`config.mk`:
```
export PLATFORM = sky130hd
export DESIGN_NAME = dlc_regs
export DESIGN_NICKNAME = d
export VERILOG_FILES = /design/src/dual_lfo_logic_combiner_assert.svh /design/src/dlc_pkg.sv /design/src/dlc_regs.sv
export SDC_FILE = /design/constraint.sdc
export NUM_CORES = 1
export LEC_CHECK = 0
export ABC_AREA = 0
export BUFFER_PORTS_ARGS = -buffer_cell sky130_fd_sc_hd__buf_2
export CORE_MARGIN = 1.5
export CORE_UTILIZATION = 45
export CTS_CLUSTER_DIAMETER = 60
export CTS_CLUSTER_SIZE = 30
export DETAILED_ROUTE_END_ITERATION = 10
export PLACE_DENSITY = 0.75
export SKIP_CTS_REPAIR_TIMING = 1
export SYNTH_ARGS = -nofsm -noshare
export SYNTH_HDL_FRONTEND = slang
export SYNTH_SLANG_ARGS = --single-unit
```
`constraint.sdc`:
```
create_clock -name clk -period 1.1 [get_ports clk]
set_clock_uncertainty 0.15 [all_clocks]
set_input_delay 0.165 -clock clk [delete_from_list [all_inputs] [get_ports clk]]
set_output_delay 0.165 -clock clk [all_outputs]
set_load 0.005 [all_outputs]
```
`src/dual_lfo_logic_combiner_assert.svh`:
```
// Assertion macros shared by the dual LFO combiner modules.
// No dependencies; included by the modules that carry checks.
`ifndef DUAL_LFO_LOGIC_COMBINER_ASSERT_SVH
`define DUAL_LFO_LOGIC_COMBINER_ASSERT_SVH

// Check a consequent in the same cycle as its antecedent.
`define DLC_ASSERT_SAME(label, clk, rst, ante, cons) \
  label: assert property (@(posedge clk) disable iff (rst) (ante) |-> (cons)) \
    else $error("dlc: same-cycle check failed");

// Check a consequent in the cycle after its antecedent.
`define DLC_ASSERT_NEXT(label, clk, rst, ante, cons) \
  label: assert property (@(posedge clk) disable iff (rst) (ante) |=> (cons)) \
    else $error("dlc: next-cycle check failed");

`endif

```
`src/dlc_pkg.sv`:
```
// Shared types and constants of the dual LFO logic combiner.
// No dependencies; every other file but the assertion macro header imports it.
package dlc_pkg;

  localparam int unsigned PHASE_W    = 32;
  localparam int unsigned SAMPLE_W   = 16;
  localparam int unsigned SHAPE_W    = 16;
  localparam int unsigned GAIN_W     = 24;
  localparam int unsigned MODE_W     = 2;
  localparam int unsigned CFG_IDX_W  = 3;
  localparam int unsigned CFG_DATA_W = 32;

  // Register indexes of the configuration port
  localparam logic [CFG_IDX_W-1:0] REG_MODE  = 3'd0;
  localparam logic [CFG_IDX_W-1:0] REG_SHAPE = 3'd1;
  localparam logic [CFG_IDX_W-1:0] REG_INC_A = 3'd2;
  localparam logic [CFG_IDX_W-1:0] REG_INC_B = 3'd3;
  localparam logic [CFG_IDX_W-1:0] REG_GAIN  = 3'd4;

  // Combine modes; the fourth code behaves as off
  localparam logic [MODE_W-1:0] MODE_AND = 2'd0;
  localparam logic [MODE_W-1:0] MODE_OFF = 2'd1;
  localparam logic [MODE_W-1:0] MODE_OR  = 2'd2;

  localparam logic [PHASE_W-1:0] HALF_CYCLE    = 32'h8000_0000;
  localparam logic [PHASE_W-1:0] QUARTER_CYCLE = 32'h4000_0000;
  localparam logic [SHAPE_W-1:0] SHAPE_MAX     = 16'd32768;
  // floor(2^46 / 32767): quotient by 65534 via (x >> 1) * RECIP >> 46
  localparam logic [31:0]        RECIP         = 32'd2147549186;

  typedef struct packed {
    logic [MODE_W-1:0]  mode;
    logic [SHAPE_W-1:0] shape;
    logic [PHASE_W-1:0] inc_a;
    logic [PHASE_W-1:0] inc_b;
    logic [GAIN_W-1:0]  gain;
  } dlc_cfg_t;

  // One strobe per datapath step, driven by the controller
  typedef struct packed {
    logic capture;
    logic mul;
    logic wave;
    logic prod;
    logic quot;
    logic emit;
  } dlc_cmd_t;

  typedef struct packed {
    logic out_free;
  } dlc_stat_t;

endpackage

```
`src/dlc_regs.sv`:
```
// Configuration register file of the dual LFO combiner.
// Depends on dlc_pkg.
module dlc_regs import dlc_pkg::*; (
  input  logic                  clk,
  input  logic                  rst,
  input  logic                  cfg_we,
  input  logic [CFG_IDX_W-1:0]  cfg_index,
  input  logic [CFG_DATA_W-1:0] cfg_data,
  output dlc_cfg_t              cfg
);

  // Write the addressed register; drop writes to unused indexes
  always_ff @(posedge clk) begin
    if (rst) begin
      cfg.mode  <= MODE_OFF;
      cfg.shape <= '0;
      cfg.inc_a <= '0;
      cfg.inc_b <= '0;
      cfg.gain  <= '0;
    end else if (cfg_we) begin
      unique case (cfg_index)
        REG_MODE:  cfg.mode  <= cfg_data[MODE_W-1:0];
        REG_SHAPE: cfg.shape <= cfg_data[SHAPE_W-1:0];
        REG_INC_A: cfg.inc_a <= cfg_data[PHASE_W-1:0];
        REG_INC_B: cfg.inc_b <= cfg_data[PHASE_W-1:0];
        REG_GAIN:  cfg.gain  <= cfg_data[GAIN_W-1:0];
        default: begin
        end
      endcase
    end
  end

endmodule

```
# Word level (Yosys, flattened, before mapping)
# Cells that the tools add are included.
# word_totals
regBits,106
inputBits,38
out_inout_bits,106
elab_cells,15
# classes
n_eq_ne,4
n_reduce_logical,6
# op_table
op,n
2-bit AND reduction,5
"3-bit by 2-bit equality test with 1-bit output, second input constant",2
"3-bit by 1-bit equality test with 1-bit output, second input constant",1
"3-bit equality test, second input constant",1
3-bit logical NOT,1

# Logic depth before layout (Yosys ltp)
# Gate-level depths: netlist of run 1.
# depth
depth_word,2
depth_mapped,4
ltp_nobuf,2

# Worst setup path after synthesis of run 1
# OpenSTA, ideal clock, no wires.
# synth_timing
path_type,input port to flip-flop
from,input port cfg_index[2]
to,register cfg[67] in the netlist's numbering
setup_time_ns,0.072
arrival_ns,0.889
required_ns,0.878
setup_slack_ns,-0.010
stages,4
path_buffers,2
path_cell_list,and4bb_1 -> buf_6 -> buf_6 -> mux2i_1
# synth_via
elab_chain_len,2
# synth_rtl
item,line,text
"start, declared",dlc_regs.sv:7,"input logic [CFG_IDX_W-1:0] cfg_index,"
3-bit by 2-bit equality test with 1-bit output,dlc_regs.sv:21,unique case (cfg_index)
2-bit AND reduction (no line),--,
"end, declared",dlc_regs.sv:9,output dlc_cfg_t cfg
# No other way between the ends.
# A chain may end at the register's enable or synchronous reset.

# Worst setup path in the final report of run 1
# layout_timing
from,register cfg[7] in the netlist's numbering
to,output port cfg[7] in the netlist's numbering
# No word-level cell between the ends.

==> results.json, run 1 <==
{
  "status": "finished, violations left",
  "violations": "negative setup slack",
  "crit_start": "cfg[7]",
  "instances_no_fill": 699,
  "io_pins": 144,
  "avgRoutedWirePerCell_microns": 15.0,
  "max_stage_delay_ns": 0.34,
  "tightest_slew_ns": 0.247,
  "worst_hold_path.num_cells": 3,
  "cts.clk_slew.worst_paths_ns": 0.11,
  "synthesis.nets": 423,
  "power.total_uw": 7160,
  "reg2regPathDepth": 3,
  "gr-total-overflow": 0,
  "h-tree-depth": 3,
  "chipWidth_microns": 101,
  "crit_buf_inv": 1,
  "syn_inst": 385,
  "yosysUniqueCellTypes": 13,
  "regArea_sq_mm": 0.00225,
  "cp-end-kind": "output port",
  "ir_drop_mv": 0.726,
  "antenna_found_initial": 0,
  "numCtsBuffers": 9,
  "ant_nets": 0,
  "core_area_sq_mm": 0.00924,
  "multi_input_area_sq_mm": 0.00202,
  "grt_pass1_wl_mm": 15.2,
  "avgViaCountPerCell": 4.68,
  "cts_buffer_depth": 2,
  "min_to": "cfg[40]",
  "largest_reg_flops": 106,
  "die_area_sq_mm": 0.0101,
  "cts_tree": "yes",
  "cts-root-buf": "clkbuf_8",
  "utilization": 0.667,
  "arrival_ns": 0.82,
  "ys_warn_count": 0,
  "r2r-start": "cfg[24]",
  "grt_pass1_vias": 3145,
  "drt_pass1_iterations": 4,
  "post-route-drc-count": 0,
  "crit_path_cell_trace": "buf_2",
  "finalMaxSlewViolations": 0,
  "crit_required_ns": 0.78,
  "netlist_area_sq_mm": 0.00429,
  "clk_latency_ns": 0.35,
  "setup_ws_ns": -0.0344,
  "clock_sinks": 106,
  "stdcell_area_sq_mm": 0.00616,
  "power.density_mw_per_mm2": 1160,
  "worstSetupStartpointType": "flop",
  "cpLargestDelayFamily": "flip-flops",
  "drive_gt1_frac": 0.537,
  "worstHoldStart": "cfg_data[16]",
  "initial_core_util": 0.464,
  "r2r_end": "cfg[24]",
  "die_y_microns": 101,
  "fill_cells": 715,
  "layout_min_cycle_time_ns": 1.13,
  "slowest_stage": "dfxtp_2",
  "mostFrequentLayoutCell": "nand2b_1",
  "largest_register": "cfg",
  "finalHoldViolCount": 0,
  "reg_top3": "cfg (106)",
  "row_count": 35,
  "routed_wl_mm": 10.5,
  "finalCritPeriodShare": 1.03,
  "placed_area_sq_mm": 0.00527,
  "r2r_setup_slack_ns": 0.24,
  "timing.max_slew.rel_slack": 0.835,
  "ys_ff_latch": 106,
  "rsz0062_at_grt": "yes",
  "leakage_uw": 0.00306,
  "crit_fanout": 2,
  "synth_seq_area_share": 0.494,
  "nNetsFinal": 603,
  "io_buffer_count": 143,
  "fmax_mhz": 881,
  "hpwl_mm": 6.93,
  "placed_cells": 654,
  "syn-mean-instance-area_sq_um": 11.1,
  "final_cell_mix": "nand2b_1 (137), mux2i_1 (106), dfxtp_2 (106), buf_2 (96), buf_6 (47)",
  "grtUsageTotal": 0.189,
  "report.final.setup_viol": 102,
  "grt_start_max_net_pins": 62,
  "hold_class": "input port to flop",
  "antenna_cells": 0,
  "initialDrtViolationCount": 97,
  "drv_cap": 0,
  "place_congestion": 0.726,
  "areaGrowthSynthToFinish_pct": 43.6,
  "vias": 3272,
  "critical_path_class": "flop to output port"
}
==> worst max-delay path by stage <==
stage	endpoint	cells past startpoint
floorplan	cfg[67]	4
global placement	cfg[0]	4
detailed placement	cfg[74]	4
CTS	cfg[59]	1
global route	cfg[7]	1
finish	cfg[7]	1
==> final cells by class <==
class | instances | share of cell area
clock buffers | 9 | 0.0201
multi-input cells | 252 | 0.328
flip-flops and latches | 106 | 0.366
repair buffers | 196 | 0.248
well taps | 129 | 0.0262
clock inverters | 7 | 0.0126
==> report_power, final <==
group	internal (uW)	leakage (uW)	total [uW]	switching (uW)
sequential	3930	0.000909	3990	54.3
combinational	428	0.00206	727	299
clock	1070	0.0000938	2450	1370
total	5440	0.00306	7160	1730
==> metal layers <==
| metal | up-vias | share of wire | global-route usage | wire length [microns] |
|---|---|---|---|---|
| met4 | 0 | 0.0055 | 0.0401 | 58 |
| li1 | 1633 | - | - | - |
| met3 | 4 | 0.059 | 0.0631 | 622 |
| met2 | 94 | 0.50 | 0.323 | 5210 |
| met5 | - | 0 | 0 | 0 |
| met1 | 1541 | 0.44 | 0.232 | 4570 |
==> cell usage after synthesis <==
cell type	count	share of area
mux2i_1	106	0.25
nor2_1	2	0.0017
nand4b_2	1	0.0035
dfxtp_1	106	0.49
and4bb_1	1	0.0029
and4bb_2	1	0.0029
nand2b_1	137	0.20
nand4bb_1	3	0.0079
buf_6	5	0.013
clkbuf_1	14	0.012
or4b_4	1	0.0032
buf_2	5	0.0058
buf_4	3	0.0052
==> through the flow <==
step	worst slack, ns	TNS, ns	hold WS (ns)
floorplan	-0.0104	-0.208	0.176
global placement	-0.166	-13.18	0.288
detailed placement	-0.234	-16.28	0.296
CTS	-0.0839	-4.83	-0.0911
global route	-0.0738	-5.55	0.00826
finish	-0.0344	-1.64	0.000134
==> logic make-up (layout without fill, tap and decap cells) <==
logic type | Yosys count | in the layout | share of synthesized area
multiplexers | 106 | 106 | 0.247
AND/OR/NAND/NOR | 146 | 146 | 0.222
buffers and inverters | 27 | 212 | 0.0364
flip-flops | 106 | 106 | 0.494
Note: power is estimated with default switching activity, not from simulation.
==> inputs of run 2 (changes only) <==
--- a/config.mk
+++ b/config.mk
@@ -8,11 +8,11 @@
 export ABC_AREA = 0
 export BUFFER_PORTS_ARGS = -buffer_cell sky130_fd_sc_hd__buf_2
 export CORE_MARGIN = 1.5
-export CORE_UTILIZATION = 45
+export CORE_UTILIZATION = 50
 export CTS_CLUSTER_DIAMETER = 60
 export CTS_CLUSTER_SIZE = 30
 export DETAILED_ROUTE_END_ITERATION = 10
-export PLACE_DENSITY = 0.75
+export PLACE_DENSITY = 0.79
 export SKIP_CTS_REPAIR_TIMING = 1
 export SYNTH_ARGS = -nofsm -noshare
 export SYNTH_HDL_FRONTEND = slang
==> constraint.sdc (replaced) <==
create_clock -name clk -period 1.3 [get_ports clk]
set_clock_uncertainty 0.15 [all_clocks]
set_input_delay 0.195 -clock clk [delete_from_list [all_inputs] [get_ports clk]]
set_output_delay 0.195 -clock clk [all_outputs]
set_load 0.005 [all_outputs]
==> run 2 against run 1 <==
- the run ends with negative hold slack left
- cell count fell by 8.2%
- wire length fell by 7.4%
- combinational power fell by 28%
- total power fell by 18%
- utilization fell by 0.87 points
- first-iteration DRC count fell by 1.0%
- highest routed layer unchanged
==> results.json, run 2 (synthesis results as in run 1) <==
{
  "status": "finished, violations left",
  "violations": "negative hold slack",
  "h-tree-depth": 3,
  "grtUsageTotal": 0.209,
  "placed_cells": 619,
  "power.density_mw_per_mm2": 1080,
  "final_cell_mix": "buf_2 (143), nand2b_1 (137), mux2i_1 (106), dfxtp_1 (106), clkbuf_8 (10)",
  "ir_drop_mv": 0.667,
  "reg2regPathDepth": 2,
  "crit_buf_inv": 1,
  "place_congestion": 0.701,
  "areaGrowthSynthToFinish_pct": 26.6,
  "die_area_sq_mm": 0.00915,
  "hpwl_mm": 6.59,
  "worstSetupStartpointType": "flop",
  "cts.clk_slew.worst_paths_ns": 0.10,
  "cts-root-buf": "clkbuf_8",
  "power.total_uw": 5890,
  "fill_cells": 688,
  "cts_tree": "yes",
  "avgRoutedWirePerCell_microns": 15.1,
  "crit_path_cell_trace": "buf_2",
  "drv_cap": 0,
  "grt_pass1_vias": 3064,
  "drt_pass1_iterations": 4,
  "antenna_found_initial": 0,
  "initial_core_util": 0.520,
  "cp-end-kind": "output port",
  "critical_path_class": "flop to output port",
  "grt_pass1_wl_mm": 14.7,
  "tightest_slew_ns": 0.191,
  "fin_hold_ws_ns": -0.0120,
  "crit_fanout": 2,
  "instances_no_fill": 642,
  "clk_latency_ns": 0.34,
  "grt_start_max_net_pins": 53,
  "finalHoldViolCount": 1,
  "utilization": 0.658,
  "fmax_mhz": 839,
  "io_buffer_count": 143,
  "hold_class": "input port to flop",
  "drive_gt1_frac": 0.326,
  "post-route-drc-count": 0,
  "chipWidth_microns": 95.6,
  "avgViaCountPerCell": 4.93,
  "largest_reg_flops": 106,
  "arrival_ns": 0.85,
  "worst_hold_path.num_cells": 3,
  "numCtsBuffers": 9,
  "routed_wl_mm": 9.69,
  "nNetsFinal": 571,
  "gr-total-overflow": 0,
  "antenna_cells": 0,
  "largest_register": "cfg",
  "reg_top3": "cfg (106)",
  "mostFrequentLayoutCell": "buf_2",
  "report.final.setup_viol": 0,
  "io_pins": 144,
  "rsz0062_at_grt": "no",
  "leakage_uw": 0.00281,
  "cts_buffer_depth": 2,
  "finalCritPeriodShare": 0.917,
  "finalMaxSlewViolations": 0,
  "die_y_microns": 95.6,
  "layout_min_cycle_time_ns": 1.19,
  "slowest_stage": "dfxtp_1",
  "vias": 3168,
  "initialDrtViolationCount": 96,
  "crit_required_ns": 0.95,
  "clock_sinks": 106,
  "max_stage_delay_ns": 0.37,
  "cpLargestDelayFamily": "flip-flops",
  "row_count": 33,
  "core_area_sq_mm": 0.00826,
  "ant_nets": 0,
  "timing.max_slew.rel_slack": 0.869,
  "worst-path-stages": 1
}
run 2: cell count changes in the layout (fill, tap and decap cells not counted), moves of 9 or more:
cell           change
dfxtp_1          +106
dlygate4sd3_1      -9
buf_4             -23
dfxtp_2          -106
buf_2             +47
buf_6             -47
run 2: where the power goes:
part	internal, uW	switching [uW]
Clock	935	1080
Sequential	3320	36.5
Combinational	281	240
run 2: worst reg2reg max path, delay by kind of cell (launching register included):
family | cells | cell delay (ns)
flip-flops | 1 | 0.35
multiplexers | 1 | 0.19
AND/OR/NAND/NOR | 1 | 0.10
run 2: per-stage QoR:
| step | setup WS, ns | instance area, sq um | TNS [ns] |
|---|---|---|---|
| after global routing | 0.0647 | 5430 | 0 |
| after CTS | 0.0936 | 5350 | 0 |
| final | 0.108 | 5430 | 0 |
| after floorplan | 0.160 | 4290 | 0 |
| after detailed placement | -0.0350 | 5160 | -0.211 |
| after global placement | 0.0178 | 5160 | 0 |
run 2: cell type report:
| type | instances | area, sq um | area share |
|---|---|---|---|
| Clock buffer | 11 | 141 | 0.0260 |
| Timing Repair Buffer | 164 | 968 | 0.178 |
| Multi-Input combinational cell | 252 | 2020 | 0.371 |
| Clock inverter | 4 | 52.6 | 0.00967 |
| Sequential cell | 106 | 2120 | 0.391 |
| Tap cell | 105 | 131 | 0.0242 |
run 2: worst paths after layout:
check          startpoint      end  slack [ns]
max reg2reg       cfg[84]  cfg[84]        0.43
max               cfg[53]  cfg[53]        0.11
min reg2reg       cfg[72]  cfg[72]        0.33
min          cfg_data[31]  cfg[87]       -0.01
run 2: metal layers:
layer  vias to the layer above  wire length, microns  global-route usage
met5                         -                     0                   0
met4                         0                   101              0.0846
met3                         8                   657              0.0590
met2                        97                  4720               0.342
met1                      1499                  4210               0.257
li1                       1564                     -                   -
==> inputs of run 3 (changes only) <==
--- a/config.mk
+++ b/config.mk
@@ -7,7 +7,7 @@
 export LEC_CHECK = 0
 export ABC_AREA = 0
 export BUFFER_PORTS_ARGS = -buffer_cell sky130_fd_sc_hd__buf_2
-export CORE_MARGIN = 1.5
+export CORE_MARGIN = 2
 export CORE_UTILIZATION = 50
 export CTS_CLUSTER_DIAMETER = 60
 export CTS_CLUSTER_SIZE = 30
==> run 3 against run 2 <==
- the flow still finishes with violations (negative hold slack)
- non-clock buffer count shrank 2
- utilization shrank 0.47 points
- worst hold slack gained 0.0052 ns
- sequential power is essentially flat
- clock power shrank 7%
- via count shrank 1.3%
- count of clock-buffer cells in the layout is the same
- die area grew 2.1%
- cell area shrank 0.71%
- cell count shrank 0.16%
- register-to-register slack gained 0.09 ns
- fmax grew 0.60%
- critical endpoint is now cfg[67]
- largest power group unchanged
==> results.json, run 3 (synthesis results as in run 1) <==
{
  "fin_hold_ws_ns": -0.00671,
  "fmax_mhz": 844,
  "largest_reg_flops": 106,
  "core_area_sq_mm": 0.00826,
  "avgViaCountPerCell": 4.88,
  "finalSetupTns_ns": 0,
  "crit_fanout": 2,
  "rsz0062_at_grt": "no",
  "final_cell_mix": "buf_2 (143), nand2b_1 (137), mux2i_1 (106), dfxtp_1 (106), clkbuf_8 (10)",
  "leakage_uw": 0.00279,
  "timing.max_slew.rel_slack": 0.837,
  "grt_pass1_vias": 3119,
  "die_y_microns": 96.6,
  "cts_buffer_depth": 2,
  "io_buffer_count": 143,
  "areaGrowthSynthToFinish_pct": 25.7,
  "die_area_sq_mm": 0.00934,
  "avgRoutedWirePerCell_microns": 14.4,
  "io_pins": 144,
  "grt_pass1_wl_mm": 15.0,
  "crit_required_ns": 0.95,
  "cpLargestDelayFamily": "flip-flops",
  "crit_path_cell_trace": "buf_2",
  "dp_slack_ns": -0.0633,
  "clk_latency_ns": 0.35,
  "mostFrequentLayoutCell": "buf_2",
  "grt_start_max_net_pins": 83,
  "cts-root-buf": "clkbuf_8",
  "critical_path_class": "flop to output port",
  "initial_core_util": 0.520,
  "drt_pass1_iterations": 4,
  "gr-total-overflow": 0,
  "place_congestion": 0.773,
  "placed_cells": 616,
  "hold_class": "input port to flop",
  "tightest_slew_ns": 0.245,
  "status": "finished, violations left",
  "vias": 3128,
  "layout_min_cycle_time_ns": 1.18,
  "row_count": 33,
  "antenna_found_initial": 0,
  "cts.clk_slew.worst_paths_ns": 0.10,
  "ir_drop_mv": 0.628,
  "finalCritPeriodShare": 0.911,
  "largest_register": "cfg",
  "report.final.setup_viol": 0,
  "chipWidth_microns": 96.6,
  "setup_ws_ns": 0.115,
  "instances_no_fill": 641,
  "clock_sinks": 106,
  "cp-end-kind": "output port",
  "reg_top3": "cfg (106)",
  "cts_tree": "yes",
  "initialDrtViolationCount": 73,
  "grtUsageTotal": 0.193,
  "post-route-drc-count": 0,
  "power.density_mw_per_mm2": 1060,
  "ant_nets": 0,
  "worst-path-stages": 1,
  "finalMaxSlewViolations": 0,
  "worstSetupStartpointType": "flop",
  "numCtsBuffers": 9,
  "max_stage_delay_ns": 0.36,
  "drive_gt1_frac": 0.323,
  "arrival_ns": 0.84,
  "h-tree-depth": 3,
  "finalHoldViolCount": 2,
  "reg2regPathDepth": 2,
  "antenna_cells": 0,
  "drv_cap": 0,
  "crit_buf_inv": 1,
  "hpwl_mm": 6.38,
  "violations": "negative hold slack",
  "nNetsFinal": 569,
  "worst_hold_path.num_cells": 3,
  "routed_wl_mm": 9.22,
  "slowest_stage": "dfxtp_1"
}
run 3: cell types whose count changed in the layout (fill, tap and decap cells not counted):
cell / before / now
buf_12: 6 / 5
buf_4: 7 / 5
clkinvlp_4: 3 / 4
bufinv_16: 1 / 0
inv_6: 0 / 1
dlygate4sd3_1: 8 / 9
run 3: final timing paths:
| kind | from | endpoint | slack [ns] |
|---|---|---|---|
| worst max-delay path | cfg[67] | cfg[67] | 0.12 |
| worst min-delay path | cfg_data[17] | cfg[41] | -0.007 |
| worst max register to register | cfg[80] | cfg[80] | 0.52 |
| worst min register to register | cfg[83] | cfg[83] | 0.33 |
run 3: tightest hold or removal path, cell delays in order:
cell and delay, ns:
buf_2 0.09, nand2b_1 0.10, mux2i_1 0.07
run 3: metal layers:
metal	vias up	track usage	routed length, microns
met5	-	0	0
li1	1555	-	-
met2	95	0.322	4400
met3	9	0.0527	586
met1	1469	0.243	4130
met4	0	0.0618	107
run 3: power breakdown:
| group | switching (uW) | total (uW) | internal [uW] |
|---|---|---|---|
| combinational | 234 | 510 | 276 |
| clock | 1120 | 1870 | 757 |
| sequential | 36.2 | 3350 | 3320 |
run 3: final cells by class:
cell class | count | area, sq um
Clock buffer | 11 | 141
Clock inverter | 5 | 38.8
Fill cell | 713 | 2860
Multi-Input combinational cell | 252 | 2020
Sequential cell | 106 | 2120
Tap cell | 105 | 131
Timing Repair Buffer | 162 | 943
run 3: metrics by stage:
step | cell area [sq um] | power [uW] | util
detailed placement | 5120 | 3920 | 0.621
global placement | 5120 | 3910 | 0.621
floorplan | 4290 | 3710 | -
finish | 5400 | 5740 | 0.653
CTS | 5310 | 5770 | 0.642
global route | 5400 | 5970 | 0.653
