`src/dual_lfo_logic_combiner_assert.svh`:
```
// Assertion macros shared by the dual LFO combiner modules.
// No dependencies; included by the modules that carry checks.
`ifndef DUAL_LFO_LOGIC_COMBINER_ASSERT_SVH
`define DUAL_LFO_LOGIC_COMBINER_ASSERT_SVH

// Check a consequent in the same cycle as its antecedent.
`define DLC_ASSERT_SAME(label, clk, rst, ante, cons) \
  label: assert property (@(posedge clk) disable iff (rst) (ante) |-> (cons)) \
    else $error("dlc: same-cycle check failed");

// Check a consequent in the cycle after its antecedent.
`define DLC_ASSERT_NEXT(label, clk, rst, ante, cons) \
  label: assert property (@(posedge clk) disable iff (rst) (ante) |=> (cons)) \
    else $error("dlc: next-cycle check failed");

`endif

```
`src/dlc_pkg.sv`:
```
// Shared types and constants of the dual LFO logic combiner.
// No dependencies; every other file but the assertion macro header imports it.
package dlc_pkg;

  localparam int unsigned PHASE_W    = 32;
  localparam int unsigned SAMPLE_W   = 16;
  localparam int unsigned SHAPE_W    = 16;
  localparam int unsigned GAIN_W     = 24;
  localparam int unsigned MODE_W     = 2;
  localparam int unsigned CFG_IDX_W  = 3;
  localparam int unsigned CFG_DATA_W = 32;

  // Register indexes of the configuration port
  localparam logic [CFG_IDX_W-1:0] REG_MODE  = 3'd0;
  localparam logic [CFG_IDX_W-1:0] REG_SHAPE = 3'd1;
  localparam logic [CFG_IDX_W-1:0] REG_INC_A = 3'd2;
  localparam logic [CFG_IDX_W-1:0] REG_INC_B = 3'd3;
  localparam logic [CFG_IDX_W-1:0] REG_GAIN  = 3'd4;

  // Combine modes; the fourth code behaves as off
  localparam logic [MODE_W-1:0] MODE_AND = 2'd0;
  localparam logic [MODE_W-1:0] MODE_OFF = 2'd1;
  localparam logic [MODE_W-1:0] MODE_OR  = 2'd2;

  localparam logic [PHASE_W-1:0] HALF_CYCLE    = 32'h8000_0000;
  localparam logic [PHASE_W-1:0] QUARTER_CYCLE = 32'h4000_0000;
  localparam logic [SHAPE_W-1:0] SHAPE_MAX     = 16'd32768;
  // floor(2^46 / 32767): quotient by 65534 via (x >> 1) * RECIP >> 46
  localparam logic [31:0]        RECIP         = 32'd2147549186;

  typedef struct packed {
    logic [MODE_W-1:0]  mode;
    logic [SHAPE_W-1:0] shape;
    logic [PHASE_W-1:0] inc_a;
    logic [PHASE_W-1:0] inc_b;
    logic [GAIN_W-1:0]  gain;
  } dlc_cfg_t;

  // One strobe per datapath step, driven by the controller
  typedef struct packed {
    logic capture;
    logic mul;
    logic wave;
    logic prod;
    logic quot;
    logic emit;
  } dlc_cmd_t;

  typedef struct packed {
    logic out_free;
  } dlc_stat_t;

endpackage

```
`src/dlc_ctrl.sv`:
```
// Sequencer of the dual LFO combiner: steps each request through the datapath.
// Depends on dlc_pkg and the assertion macro header.
`include "dual_lfo_logic_combiner_assert.svh"

module dlc_ctrl import dlc_pkg::*; (
  input  logic      clk,
  input  logic      rst,
  input  logic      in_valid,
  output logic      in_ready,
  input  dlc_stat_t stat,
  output dlc_cmd_t  cmd
);

  localparam logic [2:0] ST_IDLE = 3'd0;
  localparam logic [2:0] ST_MUL  = 3'd1;
  localparam logic [2:0] ST_WAVE = 3'd2;
  localparam logic [2:0] ST_PROD = 3'd3;
  localparam logic [2:0] ST_QUOT = 3'd4;
  localparam logic [2:0] ST_EMIT = 3'd5;

  logic [2:0] state;
  logic [2:0] state_next;

  assign in_ready = (state == ST_IDLE);

  // Advance one datapath step per cycle; hold in emit until the output is free
  always_comb begin
    state_next = state;
    cmd        = '0;
    unique case (state)
      ST_IDLE: begin
        if (in_valid) begin
          cmd.capture = 1'b1;
          state_next  = ST_MUL;
        end
      end
      ST_MUL: begin
        cmd.mul    = 1'b1;
        state_next = ST_WAVE;
      end
      ST_WAVE: begin
        cmd.wave   = 1'b1;
        state_next = ST_PROD;
      end
      ST_PROD: begin
        cmd.prod   = 1'b1;
        state_next = ST_QUOT;
      end
      ST_QUOT: begin
        cmd.quot   = 1'b1;
        state_next = ST_EMIT;
      end
      ST_EMIT: begin
        if (stat.out_free) begin
          cmd.emit   = 1'b1;
          state_next = ST_IDLE;
        end
      end
      default: state_next = ST_IDLE;
    endcase
  end

  always_ff @(posedge clk) begin
    if (rst) begin
      state <= ST_IDLE;
    end else begin
      state <= state_next;
    end
  end

  `DLC_ASSERT_NEXT(a_accept_starts, clk, rst, in_valid && in_ready, state == ST_MUL)
  `DLC_ASSERT_SAME(a_one_step, clk, rst, 1'b1, $onehot0(cmd))
  `DLC_ASSERT_NEXT(a_emit_waits, clk, rst, (state == ST_EMIT) && !stat.out_free, state == ST_EMIT)

endmodule

```
`config.mk`:
```
export PLATFORM = sky130hd
export DESIGN_NAME = dlc_ctrl
export DESIGN_NICKNAME = d
export VERILOG_FILES = /design/src/dlc_pkg.sv /design/src/dlc_ctrl.sv
export VERILOG_INCLUDE_DIRS = /design/src /design/src/src
export SDC_FILE = /design/constraint.sdc
export NUM_CORES = 1
export LEC_CHECK = 0
export BUFFER_PORTS_ARGS = -buffer_cell sky130_fd_sc_hd__buf_2
export CAP_MARGIN = 20
export CORE_AREA = 2 2 39 41
export CTS_CLUSTER_SIZE = 8
export DETAILED_ROUTE_END_ITERATION = 10
export DIE_AREA = 0 0 41 43
export SLEW_MARGIN = 15
export SYNTH_ARGS = -nofsm -noshare
export SYNTH_HDL_FRONTEND = slang
export SYNTH_SLANG_ARGS = --single-unit
```
`constraint.sdc`:
```
create_clock -name clk -period 2.5 [get_ports clk]
set_input_delay 0.5 -clock clk [delete_from_list [all_inputs] [get_ports clk]]
set_output_delay 0.5 -clock clk [all_outputs]
set_load 0.01 [all_outputs]
```
Yosys cells after proc, flatten, opt, wreduce, memory -nomap -nowiden --
Cells that the tools add are included.
Word-level totals: ROM bits 0, bits of input ports 4, bits in latches 0, memory bits (writable) 0, memories 0, register bits 3
Operators by class: magnitude comparators 0, equality and inequality tests 7, shifts and indexed selects 0, reduce and logical (&&, ||, !) cells 2, bitwise logic cells 0, multipliers 0, divide/modulo/power cells 0, multiplexer cells 11, add/subtract/negate cells 0
Operators with widths (number):
- $pmux 3 s6 | 1
- $mux 1 | 8
- $eq 3x2->1 const B | 2
- $eq 3x3->1 const B | 2
- $mux 3 | 2
- $ne 2x2->1 const B | 2
- $eq 3x1->1 const B | 1
- $logic_not 3->1 | 1
- $reduce_and 2->1 | 1

Logic depth before layout (Yosys ltp) --
Gate-level depths: netlist of the first run.
depth after elaboration 3, depth in mapped cells 4

Worst setup path before layout of the first run --
No wires, ideal clock.
path kind input-to-output, from input port stat, to output port cmd[0] in the netlist's numbering, setup slack 1.119 ns, path buffers 0, arrival 0.881 ns, stages 2, path through nand2_1 -> nor3b_1
RTL lines:
- start, declared | line dlc_ctrl.sv:10 | input dlc_stat_t stat,
- end, declared | line dlc_ctrl.sv:11 | output dlc_cmd_t cmd

==> flow_metrics.env, run 1 <==
export IMPL_clock_latency_ns=0.23
export IMPL_largest_reg_flops=3
export IMPL_min_delay_path_depth=2
export IMPL_cts_made_buffers=3
export IMPL_fp_dieW_microns=41
export IMPL_clk_pin_slew_ns=0.04
export IMPL_rr_worst_depth=3
export IMPL_area_growth_pct=28.2
export IMPL_p_per_area_nw_per_um2=694
export IMPL_power_leakage_nw=0.126
export IMPL_io_pins=11
export IMPL_viasPerCell=3.96
export IMPL_multi_input_area_sq_um=120
export IMPL_top_regs="state: 3 flops"
export IMPL_dieHeight_microns=43
export IMPL_nets=39
export IMPL_post_route_drc_count=0
export IMPL_syn_nets=27
export IMPL_crit_chain="and3b_2, buf_2"
export IMPL_synth_distinct_cells=14
export IMPL_synth_area_leaders="dfxtp_1 27%, buf_6 15%, nor3b_1 10%, a21boi_4 8.5%, nor3_1 6.8%"
export IMPL_antenna_left=0
export IMPL_wl_microns=414
export IMPL_rsz0062_at_grt="no"
export IMPL_power_internal_mw=0.138
export IMPL_diodes=0
export IMPL_slowest_delay_ns=0.56
export IMPL_synth_top_area_share_pct=27.1
export IMPL_muxShareOfSynthArea_pct=0
export IMPL_ir_drop_mv=0.183
export IMPL_synth_xor_xnor_area_share_pct=3.95
export IMPL_setup_viol=0
export IMPL_p_total_mw=0.197
export IMPL_cp_buffers_inverters=1
export IMPL_pwr_share_clk_pct=43.2
export IMPL_h_tree_depth=1
export IMPL_tritoncts="built"
export IMPL_post_route_min_period_ns=1.70
export IMPL_cts_num_sinks=3
export IMPL_max_freq_ghz=0.590
export IMPL_mostFrequentLayoutCells="10 x buf_2, 3 x nor3_1, 3 x nor3b_1, 3 x clkbuf_4, 3 x dfxtp_1"
export IMPL_ys_seq_area_share_pct=27.1
export IMPL_routabilityCongestion=0.649
export IMPL_clockBufferDepth=2
export IMPL_ctsResizeCount=0
export IMPL_cts_setup_buffers=0
export IMPL_arrival_ns=1.20
export IMPL_antenna_found_initial=0
export IMPL_min_path_type="in2reg"
export IMPL_cts_hold_buffers=0
export IMPL_drtIter0Drc=0
export IMPL_outcome="finished, final reports clean"
export IMPL_grt_ovfl_total=0
export IMPL_die_area_sq_um=1760
export IMPL_critPathCaptureType="primary output"
export IMPL_slew_headroom_pct=72.6
export IMPL_slew_violations=0
export IMPL_sequentialPowerShare_pct=33.5
export IMPL_synth_compound_area_share_pct=18.1
export IMPL_swShare_pct=29.7
export IMPL_synth_warnings=0
export IMPL_worst_pin_slew_ns=0.410
export IMPL_required_ns=2.00
export IMPL_worst_path_max_fanout=11
export IMPL_whs_ns=0.476
export IMPL_dpl_hpwl_microns=302
export IMPL_num_rows=14
export IMPL_synthAdderAreaFrac_pct=0
export IMPL_worstSetupStartpointType="register"
export IMPL_core_area_sq_um=1380
export IMPL_slowest_stage="dfxtp_1"
export IMPL_path_class="reg2out"
export IMPL_hold_violations=0
export IMPL_largest_register="state"
export IMPL_grt_usage_pct=6.01
export IMPL_yosys_area_share_simple_pct=32.2
export IMPL_synth_top_family_by_area="simple AND/OR/NAND/NOR gates"
export IMPL_max_cap_violations=0
export IMPL_power_switching_mw=0.0585
export IMPL_skew_ns=0.00392
export IMPL_synthCells=23
export IMPL_pwr_share_comb_pct=23.3
export IMPL_ys_ff_latch=3
export IMPL_grt_pass1_wl_microns=579
export IMPL_first_global_vias=150
export IMPL_start_util_pct=16.0
export IMPL_synth_cell_area_sq_um=221
export IMPL_syn_area_per_cell_sq_um=9.63
export IMPL_portBuffers=10
export IMPL_cp_depth=2
export IMPL_drive_above_1_share_pct=50.0
export IMPL_tns_ns=0
export IMPL_yosysTopAreaCell="dfxtp_1"
export IMPL_critPathTopFamily="flip-flops"
export IMPL_wire_per_inst_microns=8.28
export IMPL_fillCellCount=160
export IMPL_num_vias=198
export IMPL_min_period_over_period_pct=67.8
export IMPL_register_area_sq_um=60.1
export IMPL_drtPass1Iterations=1
export IMPL_grt_start_max_net_pins=12
export IMPL_clk_root_buffer_cell="clkbuf_4"
export IMPL_layout_commonest_cell="buf_2"
## synth_stat cells
master and number:
nand2_1 1, nor3_2 1, and3b_2 1, nor3b_1 3, nor2_1 1, buf_6 3
nor3_1 3, dfxtp_1 3, a21boi_4 1, a31oi_1 1, a2111oi_2 1, and2_1 1
xnor2_1 1, inv_1 2
## layout make-up
cell class / instances / area share, %
Clock buffer: 4 / 9.25
Inverter: 2 / 2.64
Multi-Input combinational cell: 15 / 42.3
Sequential cell: 3 / 21.1
Tap cell: 16 / 7.05
Timing Repair Buffer: 10 / 17.6
## power by group through the flow
stage / clock (mW) / combinational (mW) / sequential, mW
global route: 0.0972 / 0.0504 / 0.0669
CTS: 0.0902 / 0.0467 / 0.0660
floorplan: 0 / 0.0505 / 0.0558
finish: 0.0850 / 0.0459 / 0.0661
global placement: 0 / 0.0460 / 0.0667
detailed placement: 0 / 0.0464 / 0.0668
## final timing paths
| kind | startpoint | endpoint | slack [ns] |
|---|---|---|---|
| setup / recovery | state[2]$_SDFFE_PP0P_ | cmd[2] | 0.80 |
| hold / removal | rst | state[2]$_SDFFE_PP0P_ | 0.48 |
| setup reg to reg | state[2]$_SDFFE_PP0P_ | state[2]$_SDFFE_PP0P_ | 1.38 |
| hold reg to reg | state[0]$_SDFFE_PP0P_ | state[1]$_SDFFE_PP0P_ | 0.63 |
## metal layers
| layer | up-vias | GRT usage, % | part of all wire, % | wire length, microns |
|---|---|---|---|---|
| li1 | 101 | - | - | - |
| met1 | 87 | 5.43 | 42 | 175 |
| met2 | 8 | 5.94 | 43 | 177 |
| met3 | 2 | 3.14 | 9.4 | 39 |
| met4 | 0 | 12.0 | 5.3 | 22 |
| met5 | - | 0 | 0 | 0 |
## cells by family (layout without fill, tap and decap cells)
kind of cell              count (synthesis)  after routing
and+or+nand+nor                          11             11
buffers and inverters                     5             16
xor gates and xnor gates                  1              1
DFF                                       3              3
AOI/OAI and AO/OA                         3              3
## through the flow
stage	std cells	setup slack (ns)	utilization, %	instance area, sq um
after floorplan	23	1.12	-	221
after global placement	46	1.00	18.6	258
after detailed placement	46	1.00	18.6	258
after CTS	50	0.793	20.5	284
after global routing	50	0.721	20.5	284
final	50	0.804	20.5	284
No activity file was read; power rests on OpenSTA's default activity.
==> run 2: changes to the inputs <==
- ABC_AREA: unset -> 1
- clock period: 2.5 -> 1.5 ns (I/O delays scaled with it)
==> run 2 against run 1 <==
Total power increased by 67%. Hold slack got worse by 0.22 ns. Via count increased by 18%. Synthesized cell count increased by 35%. Sequential power increased by 57%. Routed wire length increased by 5.8%. Highest routed layer unchanged. Count of clock-buffer cells in the layout unchanged. Critical path type unchanged. Flip-flop and latch count unchanged. Core utilization decreased by 0.18 points. Worst setup slack got worse by 0.69 ns. Register-to-register slack got worse by 0.81 ns.
==> flow_metrics.env, run 2 <==
export IMPL_ys_seq_area_share_pct=31.2
export IMPL_antenna_found_initial=0
export IMPL_cts_setup_buffers=0
export IMPL_grt_ovfl_total=0
export IMPL_swShare_pct=32.2
export IMPL_synth_cell_area_sq_um=193
export IMPL_power_internal_mw=0.223
export IMPL_largest_reg_flops=3
export IMPL_min_period_over_period_pct=92.3
export IMPL_fillCellCount=158
export IMPL_synth_area_leaders="dfxtp_1 31%, nor2_1 19%, inv_1 14%, nor3_2 10%, buf_6 5.8%"
export IMPL_slew_violations=0
export IMPL_worstSetupStartpointType="register"
export IMPL_wl_microns=438
export IMPL_power_leakage_nw=0.161
export IMPL_nets=49
export IMPL_ys_ff_latch=3
export IMPL_die_area_sq_um=1760
export IMPL_drive_above_1_share_pct=38.6
export IMPL_h_tree_depth=1
export IMPL_power_switching_mw=0.106
export IMPL_drtPass1Iterations=4
export IMPL_grt_usage_pct=7.12
export IMPL_synth_edf_count=0
export IMPL_yosysTopAreaCell="dfxtp_1"
export IMPL_viasPerCell=3.88
export IMPL_cp_buffers_inverters=2
export IMPL_final_cell_count_no_fill=60
export IMPL_crit_chain="nor2_2, inv_1, nor3_1, buf_2"
export IMPL_drtIter0Drc=3
export IMPL_min_path_type="in2reg"
export IMPL_grt_start_max_net_pins=11
export IMPL_synthCells=31
export IMPL_slowest_delay_ns=0.35
export IMPL_io_pins=11
export IMPL_synthFlopType="dfxtp_1"
export IMPL_diodes=0
export IMPL_start_util_pct=13.9
export IMPL_dpl_hpwl_microns=339
export IMPL_layout_commonest_cell="buf_2"
export IMPL_synth_warnings=0
export IMPL_yosys_cell_count_top_type="nor2_1"
export IMPL_sequentialPowerShare_pct=31.7
export IMPL_num_rows=14
export IMPL_yosys_top_cells_count="10 x nor2_1, 7 x inv_1, 3 x dfxtp_1"
export IMPL_worst_path_max_fanout=5
export IMPL_hold_violations=0
export IMPL_synth_top_area_share_pct=31.2
export IMPL_first_global_vias=194
export IMPL_critPathCaptureType="primary output"
export IMPL_slew_headroom_pct=84.9
export IMPL_critPathTopFamily="flip-flops"
export IMPL_clk_pin_slew_ns=0.04
export IMPL_clockBufferDepth=2
export IMPL_grt_pass1_wl_microns=710
export IMPL_multi_input_area_sq_um=97.6
export IMPL_register_area_sq_um=61.3
export IMPL_clock_latency_ns=0.24
export IMPL_pwr_share_comb_pct=23.9
export IMPL_cts_made_buffers=3
export IMPL_skew_ns=0.00271
export IMPL_worst_pin_slew_ns=0.226
export IMPL_core_area_sq_um=1380
export IMPL_synth_distinct_cells=10
export IMPL_largest_register="state"
export IMPL_post_route_min_period_ns=1.38
export IMPL_tns_ns=0
export IMPL_ir_drop_mv=0.196
export IMPL_syn_nets=35
export IMPL_top_regs="state: 3 flops"
export IMPL_max_freq_ghz=0.722
export IMPL_cts_num_sinks=3
export IMPL_fp_dieW_microns=41
export IMPL_slowest_stage="dfxtp_1"
export IMPL_tritoncts="built"
export IMPL_setup_viol=0
export IMPL_post_route_drc_count=0
export IMPL_dp_cells=56
export IMPL_dieHeight_microns=43
export IMPL_syn_area_per_cell_sq_um=6.22
export IMPL_whs_ns=0.255
export IMPL_cts_hold_buffers=0
export IMPL_pwr_share_clk_pct=44.4
export IMPL_antenna_left=0
export IMPL_max_cap_violations=0
export IMPL_clk_root_buffer_cell="clkbuf_4"
export IMPL_path_class="reg2out"
export IMPL_num_vias=233
export IMPL_arrival_ns=1.08
export IMPL_routabilityCongestion=0.633
export IMPL_rsz0062_at_grt="no"
export IMPL_ys_async_sr_fraction_pct=0
export IMPL_wire_per_inst_microns=7.30
export IMPL_required_ns=1.20
export IMPL_p_per_area_nw_per_um2=1170
export IMPL_area_growth_pct=46.1
export IMPL_outcome="finished, final reports clean"
export IMPL_portBuffers=10
export IMPL_mostFrequentLayoutCells="10 x buf_2, 9 x nor2_1, 7 x inv_1, 3 x clkbuf_4"
run 2: cell count changes in the layout (fill, tap and decap cells not counted), moves of 2 or more:
| cell | delta |
|---|---|
| nor2_1 | +8 |
| inv_1 | +5 |
| nor3b_1 | -3 |
| a21oi_1 | +2 |
| nand3_1 | +2 |
| nor3_1 | -2 |
run 2: routing by layer:
metal / part of all wire [%] / up-vias / global-route usage (%)
li1: - / 121 / -
met1: 37 / 102 / 4.49
met2: 49 / 8 / 9.38
met3: 10 / 2 / 7.85
met4: 3.0 / 0 / 8.00
met5: 0 / - / 0
run 2: metrics by stage:
step / utilization [%] / worst slack [ns] / instance area, sq um / power, mW
final: 20.3 / 0.116 / 282 / 0.328
after global routing: 20.3 / 0.0257 / 282 / 0.355
after CTS: 20.1 / 0.0621 / 278 / 0.331
after detailed placement: 18.2 / 0.335 / 251 / 0.182
after global placement: 18.2 / 0.338 / 251 / 0.180
after floorplan: - / 0.388 / 193 / 0.154
run 2: power groups by stage:
stage / logic, mW / clock network, mW / registers (mW)
after floorplan: 0.0555 / 0 / 0.0987
after global placement: 0.0765 / 0 / 0.103
after detailed placement: 0.0785 / 0 / 0.104
after CTS: 0.0791 / 0.149 / 0.102
after global routing: 0.0882 / 0.161 / 0.106
final: 0.0784 / 0.146 / 0.104
run 2: logic make-up (layout without fill, tap and decap cells):
group	after synthesis	in the layout	synth area share, %
AOI/OAI and AO/OA	3	3	7.79
buffers and inverters	8	21	19.5
and+or+nand+nor	17	17	41.6
DFF	3	3	31.2
run 2: layout make-up:
class | instances | share of cell area (%)
Sequential cell | 3 | 21.8
Timing Repair Buffer | 10 | 17.8
Clock buffer | 4 | 9.33
Inverter | 7 | 9.33
Tap cell | 16 | 7.11
Multi-Input combinational cell | 20 | 34.7
run 2: worst paths after layout:
kind / start / to / slack [ns] / depth (start not counted)
worst max register to register: state[1]$_SDFFE_PP0P_ / state[0]$_SDFFE_PP0P_ / 0.57 / 5
worst min register to register: state[2]$_SDFFE_PP0P_ / state[1]$_SDFFE_PP0P_ / 0.66 / 3
worst max-delay path: state[1]$_SDFFE_PP0P_ / cmd[5] / 0.12 / 4
worst min-delay path: rst / state[2]$_SDFFE_PP0P_ / 0.26 / 2
run 2: timing repair:
action                                  in CTS  in global routing
resized for setup                            0                  2
endpoints found under the hold margin        0                  0
endpoints found under the setup margin       0                  2
==> run 3: changes to the inputs <==
- REMOVE_ABC_BUFFERS: unset -> 1
==> run 3 against run 2 <==
Core utilization is 0.27 points lower. Clock power decreased by 3%. Final area fell by 1.3%. Largest power group unchanged.
==> flow_metrics.env, run 3 (synthesis gave the netlist of run 2 again) <==
export IMPL_cts_num_sinks=3
export IMPL_path_class="reg2out"
export IMPL_fillCellCount=172
export IMPL_grt_usage_pct=5.82
export IMPL_power_leakage_nw=0.160
export IMPL_post_route_drc_count=0
export IMPL_wl_microns=405
export IMPL_ctsResizeCount=0
export IMPL_tns_ns=0
export IMPL_cts_made_buffers=3
export IMPL_grt_pass1_wl_microns=634
export IMPL_clock_latency_ns=0.23
export IMPL_grt_start_max_net_pins=11
export IMPL_final_cell_count_no_fill=60
export IMPL_num_vias=206
export IMPL_ir_drop_mv=0.263
export IMPL_grt_util_met3_pct=3.14
export IMPL_register_area_sq_um=60.1
export IMPL_clockBufferDepth=2
export IMPL_worst_path_max_fanout=10
export IMPL_h_tree_depth=1
export IMPL_drive_above_1_share_pct=34.1
export IMPL_critPathCaptureType="primary output"
export IMPL_dieHeight_microns=43
export IMPL_drtIter0Drc=1
export IMPL_max_cap_violations=0
export IMPL_slew_headroom_pct=78.7
export IMPL_slew_violations=0
export IMPL_diodes=0
export IMPL_die_area_sq_um=1760
export IMPL_worst_pin_slew_ns=0.320
export IMPL_grt_use_met1_pct=5.79
export IMPL_clk_pin_slew_ns=0.04
export IMPL_skew_ns=0.00144
export IMPL_worstHoldStart="rst"
export IMPL_tritoncts="built"
export IMPL_top_regs="state: 3 flops"
export IMPL_setup_viol=0
export IMPL_area_growth_pct=44.2
export IMPL_post_route_min_period_ns=1.39
export IMPL_min_period_over_period_pct=92.4
export IMPL_largest_reg_flops=3
export IMPL_max_freq_ghz=0.722
export IMPL_fp_dieW_microns=41
export IMPL_antenna_left=0
export IMPL_met2_usage_pct=7.81
export IMPL_io_pins=11
export IMPL_start_util_pct=13.9
export IMPL_routabilityCongestion=0.601
export IMPL_dp_cells=56
export IMPL_rsz0062_at_grt="no"
export IMPL_placed_area_sq_um=251
export IMPL_drtPass1Iterations=2
export IMPL_clk_root_buffer_cell="clkbuf_4"
export IMPL_arrival_ns=1.09
export IMPL_post_route_util_pct=20.1
export IMPL_multi_input_area_sq_um=95.1
export IMPL_hold_violations=0
export IMPL_num_rows=14
export IMPL_stdcell_area_sq_um=278
export IMPL_largest_register="state"
export IMPL_mostFrequentLayoutCells="10 x nor2_1, 10 x buf_2, 7 x inv_1, 3 x clkbuf_4, 3 x dfxtp_1"
export IMPL_cts_setup_buffers=0
export IMPL_worst_r2r_startpoint="state[2]$_SDFFE_PP0P_"
export IMPL_worstSetupStartpointType="register"
export IMPL_first_global_vias=169
export IMPL_required_ns=1.20
export IMPL_core_area_sq_um=1380
export IMPL_portBuffers=10
export IMPL_p_per_area_nw_per_um2=1150
export IMPL_wire_per_inst_microns=6.75
export IMPL_cts_hold_buffers=0
export IMPL_min_path_type="in2reg"
export IMPL_busiest_layer="met2"
export IMPL_grt_ovfl_total=0
export IMPL_antenna_found_initial=0
export IMPL_nets=49
export IMPL_viasPerCell=3.43
export IMPL_outcome="finished, final reports clean"
export IMPL_crit_start="state[2]$_SDFFE_PP0P_"
## run 3: cell counts in the layout (fill, tap and decap cells not counted)
Identical to the previous run, type by type.
## run 3: path summary, 6_finish.rpt
| check | to | slack [ns] | cells after the start |
|---|---|---|---|
| min | state[0]$_SDFFE_PP0P_ | 0.27 | 2 |
| min reg2reg | state[1]$_SDFFE_PP0P_ | 0.65 | 3 |
| max reg2reg | state[2]$_SDFFE_PP0P_ | 0.51 | 4 |
| max | cmd[0] | 0.11 | 3 |
## run 3: stage by stage
stage / total power [mW] / hold WS [ns] / setup WS (ns)
2_1_floorplan: 0.151 / 0.372 / 0.388
3_3_place_gp: 0.181 / 0.495 / 0.345
3_5_place_dp: 0.181 / 0.505 / 0.350
4_1_cts: 0.329 / 0.258 / 0.0965
5_1_grt: 0.345 / 0.274 / 0.0153
6_report: 0.320 / 0.266 / 0.114
## run 3: routing by layer
layer	part of all wire [%]	wire length [microns]
met5	0	0
met4	0	0
met3	6.7	27
met2	51	208
met1	41	168
## run 3: critical path, cell delays in order (launching register included)
cell and delay, ns:
dfxtp_1 0.50, nand3_1 0.14, nor2_1 0.09, buf_2 0.13
## run 3: cell type report
class	instances	area share, %
clock buffers	4	9.46
inverters	7	9.46
multi-input cells	20	34.2
flip-flops and latches	3	21.6
well taps	16	7.21
repair buffers	10	18.0
## run 3: where the power goes
part           internal (mW)  switching (mW)
Sequential            0.0888          0.0132
Combinational         0.0327          0.0443
Clock                 0.0997          0.0413
Total                  0.221          0.0987
